### config.mk
export PLATFORM = sky130hd
export DESIGN_NAME = audio_block_level_meter
export DESIGN_NICKNAME = d
export VERILOG_FILES = /design/src/rtl/abl_pkg.sv /design/src/rtl/abl_lane.sv /design/src/rtl/abl_merge.sv /design/src/rtl/audio_block_level_meter.sv
export SDC_FILE = /design/constraint.sdc
export NUM_CORES = 2
export LEC_CHECK = 0
export ABC_CLOCK_PERIOD_IN_PS = 12740
export BUFFER_PORTS_ARGS = -buffer_cell sky130_fd_sc_hd__buf_2
export CORE_MARGIN = 2
export CORE_UTILIZATION = 40
export DETAILED_ROUTE_END_ITERATION = 10
export GPL_ROUTABILITY_DRIVEN = 0
export GPL_TIMING_DRIVEN = 0
export RECOVER_POWER = 100
export SYNTH_ARGS = -nofsm -noshare
export SYNTH_HDL_FRONTEND = slang
export SYNTH_HIERARCHICAL = 1
export SYNTH_SLANG_ARGS = --single-unit
### constraint.sdc
create_clock -name clk -period 12.74 [get_ports clk]
set_input_delay 3.822 -clock clk [delete_from_list [all_inputs] [get_ports clk]]
set_output_delay 3.822 -clock clk [all_outputs]
set_load 0.1 [all_outputs]
### src/rtl/abl_pkg.sv
// Shared types and constants for the audio block level meter.
// No dependencies; imported by every module of the block.
package abl_pkg;

  localparam int SAMPLE_W = 18;
  localparam int PEAK_W   = 16;
  localparam int MSQ_W    = 31;
  localparam int CLIP_W   = 32;
  localparam int IN_W     = 4 * SAMPLE_W;
  localparam int OUT_W    = 128;
  localparam int CFG_IDX_W  = 2;
  localparam int CFG_DATA_W = 2;

  localparam logic signed [SAMPLE_W-1:0] Q15_FULL = 18'sd32768;
  localparam logic signed [SAMPLE_W-1:0] Q15_MAX  = 18'sd32767;
  localparam logic signed [SAMPLE_W-1:0] Q15_MIN  = -18'sd32768;

  // input kind carried in tuser
  localparam logic FUNC_SAMPLE = 1'b0;
  localparam logic FUNC_CLEAR  = 1'b1;

  // source_select codes
  localparam logic [1:0] SRC_LEFT   = 2'd0;
  localparam logic [1:0] SRC_RIGHT  = 2'd1;
  localparam logic [1:0] SRC_STEREO = 2'd2;
  localparam logic [1:0] SRC_MIX    = 2'd3;

  // configuration register indexes
  localparam logic [CFG_IDX_W-1:0] CFG_SOURCE = 2'd0;
  localparam logic [CFG_IDX_W-1:0] CFG_ENABLE = 2'd1;

  typedef enum logic [2:0] {
    ST_IDLE,
    ST_SQ,
    ST_ACC,
    ST_LOAD,
    ST_DIV,
    ST_OUT
  } abl_state_t;

  typedef struct packed {
    logic load;      // take a new sample
    logic acc;       // fold the magnitude into peak and its square into sum
    logic clear;     // zero peak and sum
    logic div_load;  // move the block sum into the divider
    logic div_step;  // one quotient bit
  } abl_lane_ctl_t;

  typedef struct packed {
    logic [PEAK_W-1:0] peak;
    logic [MSQ_W-1:0]  mean_sq;
  } abl_lane_res_t;

endpackage

### src/rtl/abl_lane.sv
// One metering lane: Q15 saturation, square, peak hold, block sum and a
// bit-serial restoring divider for the mean square. Depends on abl_pkg.
module abl_lane import abl_pkg::*; #(
  parameter int SUM_W = 36,
  parameter int CNT_W = 6
) (
  input  logic                       clk,
  input  logic                       rst_n,
  input  abl_lane_ctl_t              ctl,
  input  logic signed [SAMPLE_W-1:0] sample,
  input  logic [CNT_W-1:0]           divisor,
  output abl_lane_res_t              res
);

  logic signed [SAMPLE_W-1:0] samp_r;
  logic [PEAK_W-1:0]          mag_r, mag_nxt;
  logic [2*PEAK_W-1:0]        sq_r, sq_nxt;
  logic [PEAK_W-1:0]          peak_r, peak_nxt;
  logic [SUM_W-1:0]           sum_r, sum_nxt;
  logic [SUM_W-1:0]           dvd_r, dvd_nxt;
  logic [CNT_W-1:0]           rem_r, rem_nxt;
  logic signed [SAMPLE_W-1:0] sat;
  logic [CNT_W:0]             trial;
  logic                       ge;

  always_comb begin
    if (samp_r > Q15_MAX) begin
      sat = Q15_MAX;
    end else if (samp_r < Q15_MIN) begin
      sat = Q15_MIN;
    end else begin
      sat = samp_r;
    end
    mag_nxt = sat[PEAK_W-1] ? (~sat[PEAK_W-1:0] + 16'd1) : sat[PEAK_W-1:0];
    sq_nxt  = {{PEAK_W{1'b0}}, mag_nxt} * {{PEAK_W{1'b0}}, mag_nxt};
  end

  always_comb begin
    peak_nxt = peak_r;
    sum_nxt  = sum_r;
    if (ctl.clear || ctl.div_load) begin
      sum_nxt = '0;
    end else if (ctl.acc) begin
      sum_nxt = sum_r + SUM_W'(sq_r);
    end
    if (ctl.clear) begin
      peak_nxt = '0;
    end else if (ctl.acc && (mag_r > peak_r)) begin
      peak_nxt = mag_r;
    end
  end

  // restoring division, dividend bits shift out the top, quotient bits in
  always_comb begin
    trial   = {rem_r, dvd_r[SUM_W-1]};
    ge      = trial >= {1'b0, divisor};
    rem_nxt = rem_r;
    dvd_nxt = dvd_r;
    if (ctl.div_load) begin
      rem_nxt = '0;
      dvd_nxt = sum_r;
    end else if (ctl.div_step) begin
      rem_nxt = ge ? CNT_W'(trial - {1'b0, divisor}) : trial[CNT_W-1:0];
      dvd_nxt = {dvd_r[SUM_W-2:0], ge};
    end
  end

  always_ff @(posedge clk) begin
    if (ctl.load) begin
      samp_r <= sample;
    end
    mag_r <= mag_nxt;
    sq_r  <= sq_nxt;
    rem_r <= rem_nxt;
    dvd_r <= dvd_nxt;
  end

  always_ff @(posedge clk) begin
    if (!rst_n) begin
      peak_r <= '0;
      sum_r  <= '0;
    end else begin
      peak_r <= peak_nxt;
      sum_r  <= sum_nxt;
    end
  end

  assign res.peak    = peak_r;
  assign res.mean_sq = dvd_r[MSQ_W-1:0];

endmodule

### src/rtl/abl_merge.sv
// Merge stage: joins both lane results and the clip count into one output
// request held in a register until taken. Depends on abl_pkg.
module abl_merge import abl_pkg::*; (
  input  logic              clk,
  input  logic              rst_n,
  input  logic              load,
  input  abl_lane_res_t     left,
  input  abl_lane_res_t     right,
  input  logic [CLIP_W-1:0] clip,
  output logic              free,
  output logic              out_tvalid,
  input  logic              out_tready,
  output logic [OUT_W-1:0]  out_tdata
);

  logic              valid_r, valid_nxt;
  logic [OUT_W-1:0]  data_r;

  assign free = !valid_r || out_tready;

  always_comb begin
    valid_nxt = valid_r;
    if (load) begin
      valid_nxt = 1'b1;
    end else if (out_tready) begin
      valid_nxt = 1'b0;
    end
  end

  always_ff @(posedge clk) begin
    if (!rst_n) begin
      valid_r <= 1'b0;
    end else begin
      valid_r <= valid_nxt;
    end
  end

  always_ff @(posedge clk) begin
    if (load) begin
      data_r <= {2'b00, clip, right.mean_sq, left.mean_sq, right.peak, left.peak};
    end
  end

  assign out_tvalid = valid_r;
  assign out_tdata  = data_r;

endmodule

### src/rtl/audio_block_level_meter.sv
// Audio block level meter top level: source select, clip counter, frame
// counter and control sequencer over two lanes. Depends on abl_pkg,
// abl_lane and abl_merge.
//
//   channel | ports                            | payload
//   in      | in_tvalid/tready/tdata/tuser/tlast | 4 samples, func, end_of_block
//   out     | out_tvalid/tready/tdata          | peaks, mean squares, clips
//   cfg     | cfg_valid/ready/index/data       | source_select, metering_enable
//
// A clear or ignored item is taken in ST_IDLE; a metered frame passes ST_SQ and
// ST_ACC. A block end then passes ST_LOAD, ST_DIV and ST_OUT; each lane has
// its own bit-serial divider, and both are stepped together by one control.
// Reset clears meters, counters and control state, not datapath registers; no clearing pass.
// A waiting result does not block input; a second block end waits for it.
module audio_block_level_meter import abl_pkg::*; #(
  parameter int MAX_BLOCK = 48
) (
  input  logic                  clk,
  input  logic                  rst_n,
  input  logic                  in_tvalid,
  output logic                  in_tready,
  input  logic [IN_W-1:0]       in_tdata,   // codec_left, codec_right, mix_left, mix_right
  input  logic                  in_tuser,   // func
  input  logic                  in_tlast,   // end_of_block
  output logic                  out_tvalid,
  input  logic                  out_tready,
  output logic [OUT_W-1:0]      out_tdata,  // peak_l, peak_r, msq_l, msq_r, clips, pad
  input  logic                  cfg_valid,
  output logic                  cfg_ready,
  input  logic [CFG_IDX_W-1:0]  cfg_index,
  input  logic [CFG_DATA_W-1:0] cfg_data
);

  localparam int CNT_W  = $clog2(MAX_BLOCK + 1);
  localparam int SUM_W  = 30 + CNT_W;
  localparam int DCNT_W = $clog2(SUM_W);

  abl_state_t        state_r, state_nxt;
  logic [1:0]        src_r;
  logic              en_r;
  logic [CNT_W-1:0]  frames_r, frames_nxt;
  logic [CNT_W-1:0]  dvs_r;
  logic [CLIP_W-1:0] clip_r, clip_nxt;
  logic [DCNT_W-1:0] dcnt_r, dcnt_nxt;
  logic              clip_hit_r, eob_r;

  logic signed [SAMPLE_W-1:0] codec_l, codec_r, mix_l, mix_r, a_sel, b_raw, b_sel;
  logic              stereo, clip_hit, in_acc, clr_acc, smp_acc, room, merge_free;
  abl_lane_ctl_t     ctl;
  abl_lane_res_t     res_l, res_r;

  assign codec_l = in_tdata[SAMPLE_W-1:0];
  assign codec_r = in_tdata[2*SAMPLE_W-1:SAMPLE_W];
  assign mix_l   = in_tdata[3*SAMPLE_W-1:2*SAMPLE_W];
  assign mix_r   = in_tdata[4*SAMPLE_W-1:3*SAMPLE_W];

  always_comb begin
    stereo = src_r[1];
    b_raw  = (src_r == SRC_MIX) ? mix_r : codec_r;
    case (src_r)
      SRC_MIX:   a_sel = mix_l;
      SRC_RIGHT: a_sel = codec_r;
      default:   a_sel = codec_l;
    endcase
    b_sel    = stereo ? b_raw : a_sel;
    // clip test is on the raw sample, before saturation
    clip_hit = (a_sel >= Q15_FULL) || (a_sel <= -Q15_FULL) ||
               (stereo && ((b_raw >= Q15_FULL) || (b_raw <= -Q15_FULL)));
  end

  assign cfg_ready = 1'b1;
  assign in_tready = (state_r == ST_IDLE);
  assign in_acc    = in_tvalid && in_tready;
  assign clr_acc   = in_acc && (in_tuser == FUNC_CLEAR);
  assign smp_acc   = in_acc && (in_tuser == FUNC_SAMPLE) && en_r;
  assign room      = frames_r < CNT_W'(MAX_BLOCK);

  always_comb begin
    state_nxt    = state_r;
    frames_nxt   = frames_r;
    clip_nxt     = clip_r;
    dcnt_nxt     = dcnt_r;
    ctl          = '0;
    ctl.load     = smp_acc;
    ctl.clear    = clr_acc;
    case (state_r)
      ST_IDLE: begin
        if (clr_acc) begin
          frames_nxt = '0;
          clip_nxt   = '0;
        end else if (smp_acc) begin
          state_nxt = ST_SQ;
        end
      end
      ST_SQ: begin
        state_nxt = ST_ACC;
      end
      ST_ACC: begin
        if (room) begin
          ctl.acc    = 1'b1;
          frames_nxt = frames_r + 1'b1;
          if (clip_hit_r && (clip_r != '1)) begin
            clip_nxt = clip_r + 1'b1;
          end
        end
        state_nxt = eob_r ? ST_LOAD : ST_IDLE;
      end
      ST_LOAD: begin
        ctl.div_load = 1'b1;
        frames_nxt   = '0;
        dcnt_nxt     = '0;
        state_nxt    = ST_DIV;
      end
      ST_DIV: begin
        ctl.div_step = 1'b1;
        dcnt_nxt     = dcnt_r + 1'b1;
        if (dcnt_r == DCNT_W'(SUM_W - 1)) begin
          state_nxt = ST_OUT;
        end
      end
      ST_OUT: begin
        if (merge_free) begin
          state_nxt = ST_IDLE;
        end
      end
      default: begin
        state_nxt = ST_IDLE;
      end
    endcase
  end

  always_ff @(posedge clk) begin
    if (!rst_n) begin
      state_r  <= ST_IDLE;
      src_r    <= SRC_LEFT;
      en_r     <= 1'b0;
      frames_r <= '0;
      clip_r   <= '0;
      dcnt_r   <= '0;
    end else begin
      state_r  <= state_nxt;
      frames_r <= frames_nxt;
      clip_r   <= clip_nxt;
      dcnt_r   <= dcnt_nxt;
      if (cfg_valid && cfg_ready) begin
        case (cfg_index)
          CFG_SOURCE: src_r <= cfg_data;
          CFG_ENABLE: en_r  <= cfg_data[0];
          default: ;
        endcase
      end
    end
  end

  always_ff @(posedge clk) begin
    if (smp_acc) begin
      clip_hit_r <= clip_hit;
      eob_r      <= in_tlast;
    end
    if (state_r == ST_LOAD) begin
      dvs_r <= (frames_r == '0) ? CNT_W'(1) : frames_r;
    end
  end

  abl_lane #(.SUM_W(SUM_W), .CNT_W(CNT_W)) u_lane_l (
    .clk     (clk),
    .rst_n   (rst_n),
    .ctl     (ctl),
    .sample  (a_sel),
    .divisor (dvs_r),
    .res     (res_l)
  );

  abl_lane #(.SUM_W(SUM_W), .CNT_W(CNT_W)) u_lane_r (
    .clk     (clk),
    .rst_n   (rst_n),
    .ctl     (ctl),
    .sample  (b_sel),
    .divisor (dvs_r),
    .res     (res_r)
  );

  abl_merge u_merge (
    .clk        (clk),
    .rst_n      (rst_n),
    .load       ((state_r == ST_OUT) && merge_free),
    .left       (res_l),
    .right      (res_r),
    .clip       (clip_r),
    .free       (merge_free),
    .out_tvalid (out_tvalid),
    .out_tready (out_tready),
    .out_tdata  (out_tdata)
  );

  a_frames_bound: assert property (@(posedge clk) disable iff (!rst_n)
    frames_r <= CNT_W'(MAX_BLOCK))
    else $error("frame count beyond block limit");

  a_out_from_seq: assert property (@(posedge clk) disable iff (!rst_n)
    $rose(out_tvalid) |-> $past(state_r == ST_OUT))
    else $error("result raised outside output state");

  a_clip_monotonic: assert property (@(posedge clk) disable iff (!rst_n)
    ($past(rst_n) && !$past(clr_acc)) |-> (clip_r >= $past(clip_r)))
    else $error("clip count dropped without clear");

  a_div_bound: assert property (@(posedge clk) disable iff (!rst_n)
    (state_r == ST_DIV) |-> (dcnt_r < DCNT_W'(SUM_W)))
    else $error("divider step count overran");

endmodule

* Word-level counts from Yosys, hierarchy flattened
Index checks and enable logic that the tools add are counted.
Widths: inputs -> output; s select.
** Storage, ports and cells
- Flip-flop bits (word level) :: 505
- Word-level logic and storage cells :: 135
** Cells by class
- $add $sub $neg :: 9
- $mul :: 2
- Order comparisons :: 13
- Equal/unequal tests :: 17
- Muxes and demuxes :: 35
- Bitwise operators :: 4
- Reductions and logical operators :: 30
** Operators by type and width (count)
- $mux 36 :: 4
- $mux 16 :: 6
- $mux 32 :: 3
- $add 36x32->36 :: 2
- $mul 16x16->32 :: 2
- $pmux 32 s2 :: 1
- $ge 18x17->1 const B :: 2
- $gt 18x16->1 const B :: 2
- $le 18x16->1 const B :: 2
- $lt 18x16->1 const B :: 2
- $mux 18 :: 2
- $pmux 18 s2 :: 1
- $add 16x1->16 const B :: 2
- $add 32x1->32 const B :: 1
- $gt 16x16->1 :: 2
- $ne 32x32->1 const B :: 1
- $not 16->16 :: 2
- $mux 6 :: 4
- $pmux 3 s6 :: 1
- $pmux 6 s3 :: 1
- $ge 7x6->1 :: 2
- $add 6x1->6 const B :: 2
- $mux 3 :: 4
- $pmux 6 s2 :: 1
- other kinds (25) :: 58

* Logic depth before layout (Yosys ltp)
- Word-level depth :: 7
- Gate-level depth with buffers :: 38

* Modules after synthesis
Netlist, hierarchy kept.
** Modules (own cells, without submodules)
- abl_lane (u_lane_l) :: instances 1, cells each 1632, area an instance 15347.2 um^2, seq. area each 3703.6 um^2
- abl_lane (u_lane_r) :: instances 1, cells each 1643, area an instance 15314.7 um^2, seq. area each 3703.6 um^2
- audio_block_level_meter :: instances 1, cells each 542, area an instance 4259.1 um^2, seq. area each 1241.2 um^2
- abl_merge :: instances 1, cells each 133, area an instance 3851.2 um^2, seq. area each 3803.6 um^2

* Least setup slack after synthesis
OpenSTA, ideal clock, no wires.
- Path type :: input port to flip-flop
- Start :: in out_tready
- End :: reg u_merge.valid_r (netlist: u_merge/out_tvalid)
- Arrival time :: 9.800 ns
- Slack :: 2.862 ns
- Stages :: 5
- Cells stage by stage :: nand2b_4 -> inv_1 -> nor2_1 -> inv_1 -> a21boi_2
** Between the ends
- Word-level cells in the longest chain between the ends :: 3
** RTL lines
- start: declaration :: RTL line audio_block_level_meter.sv:26 : input logic out_tready,
- $logic_or 1x1->1 :: RTL line abl_merge.sv:19 : assign free = !valid_r || out_tready;
- $logic_and 1x1->1 :: RTL line audio_block_level_meter.sv:186 : .load ((state_r == ST_OUT) && merge_free),
- $mux 1 / $reduce_bool 2->1 (equally long branches)
- end signal: assignment :: RTL line abl_merge.sv:34 : valid_r <= valid_nxt;
- end: declaration :: RTL line abl_merge.sv:16 : logic valid_r, valid_nxt;
Several ways; a longest one is shown, not always the timed one.
A chain may end at the register's enable or synchronous reset.

* Worst setup path in the final report
- Start :: reg u_lane_l.samp_r[17]
- End :: reg u_lane_l.sq_r[31]
** Between the ends
- Word-level cells in the longest chain between the ends :: 7
** RTL lines
- start: declaration :: RTL line abl_lane.sv:15 : logic signed [SAMPLE_W-1:0] samp_r;
- start signal: assignment :: RTL line abl_lane.sv:70 : samp_r <= sample;
- $lt 18x16->1 :: RTL line abl_lane.sv:29 : end else if (samp_r < Q15_MIN) begin
- $mux 16 :: RTL line abl_lane.sv:29
- $mux 16 (*) :: RTL line abl_lane.sv:27 : if (samp_r > Q15_MAX) begin
- $not 16->16 :: RTL line abl_lane.sv:34 : mag_nxt = sat[PEAK_W-1] ? (~sat[PEAK_W-1:0] + 16'd1) : sat[PEAK_W-1:0];
- $add 16x1->16 :: RTL line abl_lane.sv:34
- $mux 16 (*) :: RTL line abl_lane.sv:34
- net u_lane_l.mag_nxt[0] :: RTL line abl_lane.sv:16 : logic [PEAK_W-1:0] mag_r, mag_nxt;
- $mul 16x16->32 (*) :: RTL line abl_lane.sv:35 : sq_nxt = {{PEAK_W{1'b0}}, mag_nxt} * {{PEAK_W{1'b0}}, mag_nxt};
- net u_lane_l.sq_nxt[31] :: RTL line abl_lane.sv:17 : logic [2*PEAK_W-1:0] sq_r, sq_nxt;
- end signal: assignment :: RTL line abl_lane.sv:73 : sq_r <= sq_nxt;
- end: declaration :: RTL line abl_lane.sv:17
The timed path passes the listed nets; every way through them passes the cells marked *.

==> flow_summary.json <==
{
  "clockBufferDepth": 3,
  "hold_start": "clip_r[24]",
  "cts_setup_buffers": 0,
  "cts_tree": "done",
  "wl_um": 94100,
  "die-area_um2": 99400,
  "synth_edf_count": 242,
  "pin_count": 214,
  "seqPwrFrac_pct": 31.2,
  "min_period_over_period_pct": 87.8,
  "totalNegativeSetupSlack_ns": 0,
  "cts_hold_buf": 0,
  "dp_hpwl_um": 74000,
  "finalCriticalPeriod_ns": 11.18,
  "netSwitchingPower_mw": 2.12,
  "p_leak_nw": 18.5,
  "pwr-share-clk_pct": 29.2,
  "crit_family": "adder cells",
  "fillers": 9453,
  "cts_inserted_buffers": 57,
  "crit_fanout": 11,
  "p_comb_share_pct": 39.6,
  "die_x_um": 315,
  "dr.first_iter.drc_count": 1922,
  "hold_path.class": "flop to flop",
  "slowest_stage": "o21ai_0",
  "detail-route-antenna-nets": 0,
  "design.core.area_um2": 96400,
  "drive_above_1_share_pct": 8.67,
  "cellPowerDensity_nw_per_um2": 138,
  "ys_ff_latch": 501,
  "slew_headroom_pct": -76.7,
  "crit_path_end_kind": "flop",
  "grt_pass1_vias": 28641,
  "synth-async-reset-ratio_pct": 0,
  "vdd_drop_max_v": 0.000133,
  "drv_cap": 10,
  "synth.area.top_cells": "edfxtp_1 19%, fa_1 17%, dfxtp_1 13%",
  "path_clk_slew_ns": 0.06,
  "syn_inst": 3950,
  "ys_seq_area_share_pct": 32.1,
  "synth_common_cells": "567 x inv_1, 341 x nor2_1, 333 x fa_1, 304 x ha_1, 303 x nand2_1",
  "synthMuxAreaShare_pct": 5.38,
  "cp.arrival_ns": 11.75,
  "synth_compound_area_share_pct": 11.8,
  "ys.flop_type": "dfxtp_1",
  "ctsResizeCount": 0,
  "htree_num_levels": 2,
  "cts-root-buf": "clkbuf_16",
  "sw_frac_of_total_pct": 35.5,
  "num_rows": 114,
  "port_buffers": 210,
  "cp.buffers_inverters": 11,
  "finalMaxSlewViolations": 229,
  "fmax_mhz": 89.4,
  "outcome": "complete, but fails checks",
  "crit_type": "flop to flop",
  "vias": 28446,
  "post-synth-top-count-cell": "inv_1",
  "required_ns": 13.30,
  "setup_viol": 0,
  "initial_core_util_pct": 40.2,
  "route.detailed.drc": 0,
  "clock-skew-final_ns": 0.0197,
  "place_inst": 5462,
  "synth_xor_area_share_pct": 2.82,
  "fin_cells": 5570,
  "gr-usage-all-layers_pct": 19.0,
  "drt-vias-per-instance": 5.11,
  "start_kind": "flop",
  "violations": "max-capacitance violations, max-slew violations",
  "cts.sinks": 501,
  "rsz0062_at_grt": "no",
  "grt_pass1_wl_um": 152000,
  "cpPeakStageDelay_ns": 1.15,
  "synth_top_family_by_area": "adder cells",
  "p_int_mw": 3.85,
  "cp-startpoint": "u_lane_l/samp_r[17]",
  "synth-simple-area-share_pct": 12.4,
  "nets": 4965,
  "die_height_um": 315,
  "synthAdderAreaFrac_pct": 27.0,
  "netlist_area_um2": 38800,
  "ys_warn_count": 6,
  "wire_per_inst_um": 16.9,
  "grt_max_degree": 38,
  "yosysTopAreaCellShare_pct": 18.7,
  "clock_latency_ns": 0.64,
  "synth.largest_area_cell": "edfxtp_1",
  "hold_viol_final": 0,
  "antenna_found_initial": 2,
  "synthDistinctLibCells": 115,
  "r2r_start": "u_lane_l/samp_r[17]",
  "synth.avg_cell_area_um2": 9.82,
  "worst_pin_slew_ns": 2.65,
  "drt-pass1-iter-count": 8,
  "grt_overflow": 0,
  "area_delta_synth_final_pct": 11.5
}
[cell type report]
class                      count  area, um^2  share of cell area (%)
antenna                        1        2.50                 0.00579
buffer                       201        1030                    2.39
clock buffer                  68        1480                    3.42
clock inverter                39         503                    1.16
inverter                     589        2210                    5.12
multi-input combinational   2680       23100                    53.4
sequential                   501       12500                    28.8
tap                         1276        1600                    3.69
timing repair buffer         215         870                    2.01
[cell families after synthesis]
group                    count (synthesis)
buffers and inverters                  790
AND/OR/NAND/NOR                       1006
adder cells (fa/ha/maj)                637
XOR/XNOR                               125
flip-flops                             501
multiplexers                           199
AO/OA/AOI/OAI                          686
other                                    6
[registers in the layout, indices dropped and copies added (netlist names), 15 cells and up]
name,cells
u_lane_l/peak_r,16
u_lane_r/dvd_r,36
u_lane_l/dvd_r,36
u_merge/out_tdata,126
u_lane_l/mag_r,15
u_lane_r/mag_r,15
clip_r,32
u_lane_r/sq_r,31
u_lane_r/samp_r,18
u_lane_l/sq_r,31
u_lane_r/peak_r,16
u_lane_r/sum_r,36
u_lane_l/sum_r,36
u_lane_l/samp_r,18
[power by group through the flow]
stage | clock [mW] | combinational (mW) | sequential, mW
finish | 1.74 | 2.37 | 1.86
global route | 1.86 | 2.74 | 1.86
CTS | 1.79 | 2.39 | 1.86
detailed placement | 0 | 2.37 | 1.89
global placement | 0 | 2.36 | 1.89
floorplan | 0 | 1.90 | 1.86
[stage by stage]
| stage | hold slack (ns) | utilization (%) | instance area [um^2] | power (mW) | setup WS, ns |
|---|---|---|---|---|---|
| floorplan | 0.403 | - | 38900 | 3.76 | 2.86 |
| global placement | 0.431 | 43.0 | 41500 | 4.25 | -0.482 |
| detailed placement | 0.432 | 43.2 | 41600 | 4.27 | 2.33 |
| CTS | 0.449 | 45.2 | 43600 | 6.04 | 2.31 |
| global route | 0.455 | 44.8 | 43200 | 6.46 | 0.866 |
| finish | 0.445 | 44.8 | 43200 | 5.97 | 1.56 |
[layout by cell type (no fill, tap or decap), types with 53 or more instances in the layout]
| cell | instances |
|---|---|
| inv_1 | 571 |
| nor2_1 | 341 |
| fa_1 | 333 |
| ha_1 | 304 |
| nand2_1 | 303 |
| clkbuf_1 | 280 |
| dfxtp_1 | 259 |
| edfxtp_1 | 242 |
| a21oi_1 | 212 |
| mux2i_1 | 125 |
| o21ai_0 | 120 |
| xnor2_1 | 85 |
| mux2_2 | 71 |
| buf_2 | 69 |
| a21o_1 | 64 |
| clkbuf_4 | 60 |
| clkbuf_16 | 57 |
| a211oi_1 | 53 |
[metal layers]
| layer | routed length [um] | GRT usage, % |
|---|---|---|
| met3 | 4810 | 2.89 |
| met2 | 43800 | 31.9 |
| met5 | 13 | 0 |
| met1 | 42400 | 25.4 |
| met4 | 2990 | 6.05 |
[path summary, 6_finish.rpt]
| check | to | slack, ns | cells after the start |
|---|---|---|---|
| setup / recovery | u_lane_l/sq_r[31] | 1.56 | 32 |
| hold / removal | u_merge/out_tdata[118] | 0.45 | 0 |
| setup reg to reg | u_lane_l/sq_r[31] | 1.56 | 32 |
| hold reg to reg | u_merge/out_tdata[118] | 0.45 | 0 |
No activity file was read; power rests on OpenSTA's default activity.
